**src/occu_pkg.sv**
```systemverilog
// shared types and constants for the ones' complement checksum block
`timescale 1ns / 1ps
`default_nettype none

package occu_pkg;

    localparam logic [15:0] WORD_MASK = 16'hFFFF;
    localparam logic [15:0] BYTE_MASK = 16'h00FF;

    // command codes of the input word
    typedef enum logic [1:0] {
        CMD_LOAD    = 2'd0,
        CMD_ADD     = 2'd1,
        CMD_REPLACE = 2'd2
    } t_cmd;

    // classified operation passed from front to back
    typedef struct packed {
        logic        is_load;
        logic [31:0] value;
        logic        last;
    } t_op;

endpackage

`default_nettype wire

```
**src/occu_front.sv**
```systemverilog
// front end: masks and classifies an input word into a load or an addend
`timescale 1ns / 1ps
`default_nettype none

module occu_front (
    input  wire logic [1:0]  i_command,
    input  wire logic [15:0] i_data_word,
    input  wire logic [15:0] i_old_word,
    input  wire logic        i_odd_byte,
    input  wire logic [31:0] i_load_value,
    input  wire logic        i_last,
    input  wire logic        i_final_mode,
    output occu_pkg::t_op    o_op
);
    import occu_pkg::*;

    logic [15:0] w_dw;
    logic [15:0] w_ow;
    logic [16:0] w_repl;

    // odd trailing byte keeps only the low byte
    assign w_dw = i_odd_byte ? (i_data_word & BYTE_MASK) : i_data_word;
    assign w_ow = i_odd_byte ? (i_old_word & BYTE_MASK) : i_old_word;

    // replace addend: complement of old word plus new word
    assign w_repl = {1'b0, WORD_MASK & ~w_ow} + {1'b0, w_dw};

    // classify the command
    always_comb begin
        o_op.last    = i_last;
        o_op.is_load = 1'b0;
        o_op.value   = 32'd0;
        unique case (t_cmd'(i_command))
            CMD_LOAD: begin
                o_op.is_load = 1'b1;
                o_op.value   = i_final_mode ? {16'd0, WORD_MASK & ~i_load_value[15:0]}
                                            : i_load_value;
            end
            CMD_ADD: begin
                o_op.value = {16'd0, w_dw};
            end
            CMD_REPLACE: begin
                o_op.value = {15'd0, w_repl};
            end
            default: begin
                o_op.value = 32'd0;
            end
        endcase
    end

endmodule

`default_nettype wire

```
**src/occu_queue.sv**
```systemverilog
// two-entry queue between front and back
`timescale 1ns / 1ps
`default_nettype none

module occu_queue (
    input  wire logic     i_clk,
    input  wire logic     i_rst_n,
    input  wire logic     i_push,
    input  occu_pkg::t_op i_op,
    output logic          o_full,
    input  wire logic     i_pop,
    output logic          o_nonempty,
    output occu_pkg::t_op o_op
);
    import occu_pkg::*;

    t_op        r_mem [2];
    logic       r_wptr;
    logic       r_rptr;
    logic [1:0] r_count;
    logic       n_wptr;
    logic       n_rptr;
    logic [1:0] n_count;

    assign o_full     = (r_count == 2'd2);
    assign o_nonempty = (r_count != 2'd0);
    assign o_op       = r_mem[r_rptr];

    // pointer and count update
    always_comb begin
        n_wptr  = i_push ? ~r_wptr : r_wptr;
        n_rptr  = i_pop ? ~r_rptr : r_rptr;
        n_count = r_count;
        if (i_push && !i_pop) begin
            n_count = r_count + 2'd1;
        end else if (!i_push && i_pop) begin
            n_count = r_count - 2'd1;
        end
    end

    always_ff @(posedge i_clk) begin
        if (!i_rst_n) begin
            r_wptr  <= 1'b0;
            r_rptr  <= 1'b0;
            r_count <= 2'd0;
        end else begin
            r_wptr  <= n_wptr;
            r_rptr  <= n_rptr;
            r_count <= n_count;
        end
    end

    // entry storage
    always_ff @(posedge i_clk) begin
        if (i_push) begin
            r_mem[r_wptr] <= i_op;
        end
    end

endmodule

`default_nettype wire

```
**src/occu_back.sv**
```systemverilog
// back end: running sum, fold on last word in final mode, output register
`timescale 1ns / 1ps
`default_nettype none

module occu_back (
    input  wire logic        i_clk,
    input  wire logic        i_rst_n,
    input  wire logic        i_final_mode,
    input  wire logic        i_q_nonempty,
    input  occu_pkg::t_op    i_q_op,
    output logic             o_q_pop,
    output logic             o_valid,
    input  wire logic        i_ready,
    output logic [31:0]      o_checksum_value
);
    import occu_pkg::*;

    logic [31:0] r_sum;
    logic [31:0] n_sum;
    logic        r_out_valid;
    logic        n_out_valid;
    logic [31:0] r_out_data;
    logic [31:0] n_out_data;
    logic [31:0] w_sum;
    logic [16:0] w_fold1;
    logic [16:0] w_fold2;
    logic [15:0] w_fold;

    // a word without last never needs the output register
    assign o_q_pop = i_q_nonempty && (!i_q_op.last || !r_out_valid || i_ready);

    // accumulate and fold twice
    assign w_sum   = i_q_op.is_load ? i_q_op.value : r_sum + i_q_op.value;
    assign w_fold1 = {1'b0, w_sum[31:16]} + {1'b0, w_sum[15:0]};
    assign w_fold2 = {16'd0, w_fold1[16]} + {1'b0, w_fold1[15:0]};
    assign w_fold  = w_fold2[15:0];

    // next sum and output
    always_comb begin
        n_sum       = r_sum;
        n_out_valid = r_out_valid && !i_ready;
        n_out_data  = r_out_data;
        if (o_q_pop) begin
            n_sum = (i_q_op.last && i_final_mode) ? {16'd0, w_fold} : w_sum;
            if (i_q_op.last) begin
                n_out_valid = 1'b1;
                n_out_data  = i_final_mode ? {16'd0, WORD_MASK & ~w_fold} : w_sum;
            end
        end
    end

    always_ff @(posedge i_clk) begin
        if (!i_rst_n) begin
            r_sum       <= 32'd0;
            r_out_valid <= 1'b0;
        end else begin
            r_sum       <= n_sum;
            r_out_valid <= n_out_valid;
        end
    end

    always_ff @(posedge i_clk) begin
        r_out_data <= n_out_data;
    end

    assign o_valid          = r_out_valid;
    assign o_checksum_value = r_out_data;

endmodule

`default_nettype wire

```
**src/ones_complement_checksum_update.sv**
```systemverilog
// top level of the streaming ones' complement checksum with incremental update
//
//   channel   direction  handshake          payload
//   input     in         i_valid / o_ready  i_command .. i_last
//   result    out        o_valid / i_ready  o_checksum_value
//   config    in         i_cfg_we           i_cfg_wdata (final_mode)
//
// one word per cycle while o_ready is high; a result passes the queue, then the output register
// the back end's combinational add-and-fold of the running sum sets the rate
// a two-entry queue lets input words keep flowing while a result waits
// synchronous active-low reset: sum zero, final_mode one, queue and output empty
`timescale 1ns / 1ps
`default_nettype none

module ones_complement_checksum_update (
    input  wire logic        i_clk,
    input  wire logic        i_rst_n,
    input  wire logic        i_cfg_we,
    input  wire logic        i_cfg_wdata,
    input  wire logic        i_valid,
    output logic             o_ready,
    input  wire logic [1:0]  i_command,
    input  wire logic [15:0] i_data_word,
    input  wire logic [15:0] i_old_word,
    input  wire logic        i_odd_byte,
    input  wire logic [31:0] i_load_value,
    input  wire logic        i_last,
    output logic             o_valid,
    input  wire logic        i_ready,
    output logic [31:0]      o_checksum_value
);
    import occu_pkg::*;

    logic r_final_mode;
    t_op  w_front_op;
    t_op  w_q_op;
    logic w_q_full;
    logic w_q_nonempty;
    logic w_q_pop;

    // mode register
    always_ff @(posedge i_clk) begin
        if (!i_rst_n) begin
            r_final_mode <= 1'b1;
        end else if (i_cfg_we) begin
            r_final_mode <= i_cfg_wdata;
        end
    end

    assign o_ready = !w_q_full;

    occu_front u_front (
        .i_command    (i_command),
        .i_data_word  (i_data_word),
        .i_old_word   (i_old_word),
        .i_odd_byte   (i_odd_byte),
        .i_load_value (i_load_value),
        .i_last       (i_last),
        .i_final_mode (r_final_mode),
        .o_op         (w_front_op)
    );

    occu_queue u_queue (
        .i_clk      (i_clk),
        .i_rst_n    (i_rst_n),
        .i_push     (i_valid && !w_q_full),
        .i_op       (w_front_op),
        .o_full     (w_q_full),
        .i_pop      (w_q_pop),
        .o_nonempty (w_q_nonempty),
        .o_op       (w_q_op)
    );

    occu_back u_back (
        .i_clk            (i_clk),
        .i_rst_n          (i_rst_n),
        .i_final_mode     (r_final_mode),
        .i_q_nonempty     (w_q_nonempty),
        .i_q_op           (w_q_op),
        .o_q_pop          (w_q_pop),
        .o_valid          (o_valid),
        .i_ready          (i_ready),
        .o_checksum_value (o_checksum_value)
    );

endmodule

`default_nettype wire

```
**config.mk**
```make
export PLATFORM = sky130hd
export DESIGN_NAME = ones_complement_checksum_update
export DESIGN_NICKNAME = d
export VERILOG_FILES = /design/src/occu_pkg.sv /design/src/occu_front.sv /design/src/occu_queue.sv /design/src/occu_back.sv /design/src/ones_complement_checksum_update.sv
export SDC_FILE = /design/constraint.sdc
export NUM_CORES = 1
export LEC_CHECK = 0
export ABC_AREA = 1
export CAP_MARGIN = 10
export CORE_MARGIN = 4
export CORE_UTILIZATION = 59
export DETAILED_ROUTE_END_ITERATION = 8
export DONT_BUFFER_PORTS = 1
export PLACE_DENSITY = 0.78
export SYNTH_ARGS = -nofsm -noshare
export SYNTH_HDL_FRONTEND = slang
export SYNTH_SLANG_ARGS = --single-unit
```
**constraint.sdc**
```tcl
create_clock -name i_clk -period 5.4 [get_ports i_clk]
set_clock_uncertainty 0.15 [all_clocks]
set_input_delay 0.54 -clock i_clk [delete_from_list [all_inputs] [get_ports i_clk]]
set_output_delay 0.54 -clock i_clk [all_outputs]
set_load 0.02 [all_outputs]
```
### Yosys cells after proc, flatten, opt, wreduce, memory -nomap -nowiden

Memory sizes are Yosys's and may differ from the RTL's. A register that Yosys moved wholly into a read port is not among the register bits.
Cells that the tools add are included.

| storage, ports and cells | value |
|---|---|
| bits in registers | 70 |
| RAM bits | 68 |
| input bits | 74 |
| logic and storage cells | 57 |
| memories | 1 |

Memories:

| name | depth | bits a word | rd ports | clocked after memory_dff | write ports | line | RTL |
|---|---|---|---|---|---|---|---|
| u_queue.r_mem | 2 | 34 | 1 | 1 | 1 | occu_queue.sv:17 | `t_op r_mem [2];` |

| cells by class | value |
|---|---|
| add/sub/neg operators | 6 |
| equal/unequal tests | 3 |
| multiplexer cells | 16 |
| bitwise logic cells | 5 |
| reduce and logical (&&, ||, !) cells | 18 |

Operators by type and width:

| kind | count |
|---|---|
| 2-to-1 mux 32 bit | 3 |
| one-hot mux 32 bit (3 select lines) | 1 |
| 2-to-1 mux 16 bit | 3 |
| inverter 16 bit | 3 |
| adder 16 x 16 -> 17 bit | 2 |
| adder 32 bit | 1 |
| adder 1 x 16 -> 16 bit | 1 |
| 2-to-1 mux 1 bit | 7 |
| logical AND 1 bit | 6 |
| logical NOT 1 bit | 6 |
| == test 2 bit (second input constant) | 2 |
| 2-to-1 mux 2 bit | 2 |
| nonzero test 2 bit | 2 |
| adder 2 x 1 -> 2 bit (second input constant) | 1 |
| == test 2 x 1 -> 1 bit (second input constant) | 1 |
| logical NOT 2 bit | 1 |
| logical OR 1 bit | 2 |
| inverter 1 bit | 2 |
| AND reduction 2 bit | 1 |
| subtractor 2 x 1 -> 2 bit (second input constant) | 1 |

### Longest topological paths before layout

| logic depth | value |
|---|---|
| depth after elaboration | 7 |
| gate-level depth with buffers | 44 |
| depth with buffers taken out | 42 |

### Hierarchy

A second synthesis with hierarchy kept.

| second synthesis, totals | value |
|---|---|
| cell total of the unflattened synthesis | 1517 |
| area total of the unflattened synthesis | 11149.4 µm² |

By module, submodules not included:

| module | times used | cells an instance | area an instance (µm²) | seq. area each (µm²) |
|---|---|---|---|---|
| occu_back | 1 | 1009 | 6490.0 | 1621.6 |
| occu_queue | 1 | 141 | 2836.5 | 2142.1 |
| occu_front | 1 | 359 | 1767.9 | 0.0 |
| ones_complement_checksum_update | 1 | 8 | 55.1 | 20.0 |

### Least setup slack after synthesis

OpenSTA, ideal clock, no wires.

| timing | value |
|---|---|
| path type | flip-flop to flip-flop |
| start | register (tool-made name) |
| end | register u_back.r_out_data[14], in the netlist u_back.o_checksum_value[14] (data pin) |
| data arrival time | 5474 ps |
| data required time | 4982 ps |
| path slack | -492 ps |
| stages on the path, launching flop included | 41 |
| buffers on the path | 4 |
| period minus slack after synthesis | 5892 ps |
| path through | dfxtp_1 > buf_4 > clkbuf_1 > buf_1 > clkbuf_1 > nand2_1 > nand2_1 > ha_1 > inv_1 > fa_1 > inv_1 > nand3_1 > nand3_2 > nand2_1 > nand2_1 > nand2_1 > nand3_2 > inv_1 > [5 not listed] > o21ai_0 > inv_1 > ha_1 > inv_1 > o21bai_1 > a21oi_1 > nand2_1 > ha_1 > ha_1 > nand3_1 > nor2_1 > nand3_1 > nor2_4 > nand4_4 > nor2_4 > nand2_1 > nand2_1 > a31oi_1 |

RTL lines:

| item | line | RTL |
|---|---|---|
| to (signal assigned) | occu_back.sv:63 | `r_out_data <= n_out_data;` |
| to (decl) | occu_back.sv:22 | `logic [31:0] r_out_data;` |

==> qor.yml <==
hold_depth: 0
io_buffers: 0
yosysMostFrequentCell: "nand2_1"
fin_crit_sh_pct: 102
fill_cells: 1293
place_ws_ns: -0.533
cts.sinks: 139
synth_top_family_by_area: "simple AND/OR/NAND/NOR gates"
synth_edf_count: 100
synth-adder-area-share_pct: 8.08
layout_setup_ws_ns: -0.102
top_layer_used: "met4"
grt_usage_pct: 32.0
grt_max_degree: 64
dp_hpwl_um: 25000
worst_setup_path_start_kind: "register"
rows: 48
syn-cell-area_sq_mm: 0.0107
area_growth_pct: 27.1
slew_viol_final: 0
maxSlewHeadroom_pct: 22.0
wl_met1_um: 14300
synthArstFlopShare_pct: 0
synth.yosys.warnings: 0
ctsHtreeMaxLevel: 4
yosysSeqAreaShare_pct: 35.5
synthMuxAreaShare_pct: 0.282
die_x_um: 142
design_area_sq_mm: 0.0135
yosys-top-cells-area: "edfxtp_1 28%, nand2_1 17%, ha_1 7.5%"
required_ns: 5.41
hold_viol: 0
synthFlopType: "edfxtp_1"
start_util_pct: 61.0
cp_num_buf_inv: 8
die_area_sq_mm: 0.0203
clockBufferDepth: 2
crit_path_end_kind: "register"
met3WireLength_um: 2570
fp.dieH_um: 142
synth_commonest_cells: "475 x nand2_1, 199 x inv_1, 125 x nor2_1, 100 x edfxtp_1, 89 x nand3_1"
max_cap_violations: 0
nets: 1798
violations: "negative setup slack"
syn_nets: 1648
drtPass1Iterations: 6
cp.depth: 36
crit_fanout: 5
rsz0062_at_grt: "true"
ys_ff_latch: 139
fp.coreArea_sq_mm: 0.0175
crit_arrival_ns: 5.51
drt_iter0_markers: 842
ioPinCount: 108
route.met2.wl_um: 16000
setup_viol: 11
status: "finished, violations left"
clock_latency_ns: 0.45
cts_buffers: 17
viasPerCell: 5.61
worst_path_max_delay_cell: "dfxtp_4"
drive_gt1_share_pct: 27.4
max_freq_ghz: 0.182
drc: 0
gp_congestion: 1.02
syn_inst: 1507
synth-xor-area-share_pct: 2.14
grt_pass1_vias: 9901
avgSynthCellArea_sq_um: 7.07
antenna_found_initial: 0
grt_pass1_wl_um: 50600
synthSimpleGateAreaFrac_pct: 33.5
num_vias: 10600
cts_tree: "built"
max_stage_delay_ns: 0.44
reg2regPathDepth: 36
routed_wl_um: 34000
synth_top_area_share_pct: 28.2
clkTransAtPathRegs_ns: 0.07
crit_type: "register to register"
antenna_left: 0
tightest_slew_ns: 1.17
cpMostUsedCell: "nand2_2"
synth_compound_area_share_pct: 11.1
synth_cell_type_count: 51
detail_route.wl_per_cell_um: 17.9
yosysTopAreaCell: "edfxtp_1"
fin_crit_ns: 5.50
cts_root_buf: "clkbuf_16"
dpl_cell_area_sq_mm: 0.0118
min_path_type: "input port to register"
cp_top_family: "simple AND/OR/NAND/NOR gates"
diodes: 0
grt_overflow: 0
## layer usage
metal	GRT usage, %	vias to the layer above
met3	6.82	84
met5	0	-
met2	53.0	441
met4	10.5	0
met1	41.9	4917
li1	-	5195
## flip-flops by register name (all words and copies together), names as in the netlist, named ones only
signal	cells
u_queue.r_rptr	1
u_back.o_valid	1
r_final_mode	1
u_queue.r_wptr	1
u_back.r_sum	32
u_back.o_checksum_value	32
u_queue.r_mem	68
u_queue.r_count	2
## layout by cell type, fill, tap and decap left out, drive strengths merged, types with 6 or more instances in the layout
| cell type | Yosys | final |
|---|---|---|
| buf | 13 | 169 |
| a21oi | 81 | 81 |
| edfxtp | 100 | 100 |
| dfxtp | 39 | 39 |
| or2 | 19 | 19 |
| xor2 | 13 | 13 |
| nor3 | 7 | 7 |
| clkbuf | 26 | 17 |
| o311ai | 7 | 7 |
| o21bai | 6 | 6 |
| ha | 64 | 64 |
| nand2 | 508 | 508 |
| o21ai | 70 | 70 |
| xnor2 | 13 | 13 |
| clkinv | 1 | 6 |
| nand3 | 104 | 104 |
| o221ai | 8 | 8 |
| a31oi | 22 | 22 |
| nor2 | 142 | 142 |
| nand4 | 15 | 15 |
| inv | 221 | 231 |
## cell type report
cell class	count	area, sq um	area share (%)
repair inverters	1	8.76	0.0647
well taps	225	282	2.08
inverters	222	843	6.23
repair buffers	169	1300	9.63
clock inverters	15	200	1.48
flip-flops and latches	139	3790	28.0
multi-input cells	1107	6690	49.4
clock buffers	17	425	3.14
## kinds of logic after synthesis
kind of cell             count (synthesis)
AND/OR/NAND/NOR                        806
buffers and inverters                  261
XOR/XNOR                                26
adder cells (fa/ha/maj)                 67
flip-flops                             139
AO/OA/AOI/OAI                          205
multiplexers                             3
## final timing paths
check | start | slack, ns | end
min reg2reg | u_queue.r_rptr$_SDFFE_PN0P_ | 0.33 | u_queue.r_rptr$_SDFFE_PN0P_
max reg2reg | register | -0.10 | u_back.o_checksum_value[12]$_DFFE_PP_
min | i_last | 0.04 | u_queue.r_mem[0][0]$_DFFE_PP_
max | register | -0.10 | u_back.o_checksum_value[12]$_DFFE_PP_
## metrics by stage
| stage | setup TNS [ns] | utilization (%) | std cells | hold WS (ns) |
|---|---|---|---|---|
| 6_report | -0.580 | 77.5 | 1895 | 0.0392 |
| 5_1_grt | -4.18 | 77.5 | 1895 | 0.0248 |
| 4_1_cts | 0 | 72.7 | 1870 | 0.0352 |
| 3_5_place_dp | -7.87 | 67.6 | 1830 | 0.299 |
| 3_3_place_gp | -4.72 | 67.6 | 1830 | 0.286 |
| 2_1_floorplan | 0 | - | 1507 | 0.275 |
## timing repair
item / CTS / global route
setup buffers: 8 / 25
hold buffers: 0 / 0
cloned: 0 / 1
resized for setup: 54 / 150
endpoints found under the setup margin: 27 / 28
pin swaps: 16 / 51
Power is not shown: default switching activity piles up to over one toggle a cycle in this logic, so the estimate is an artifact.
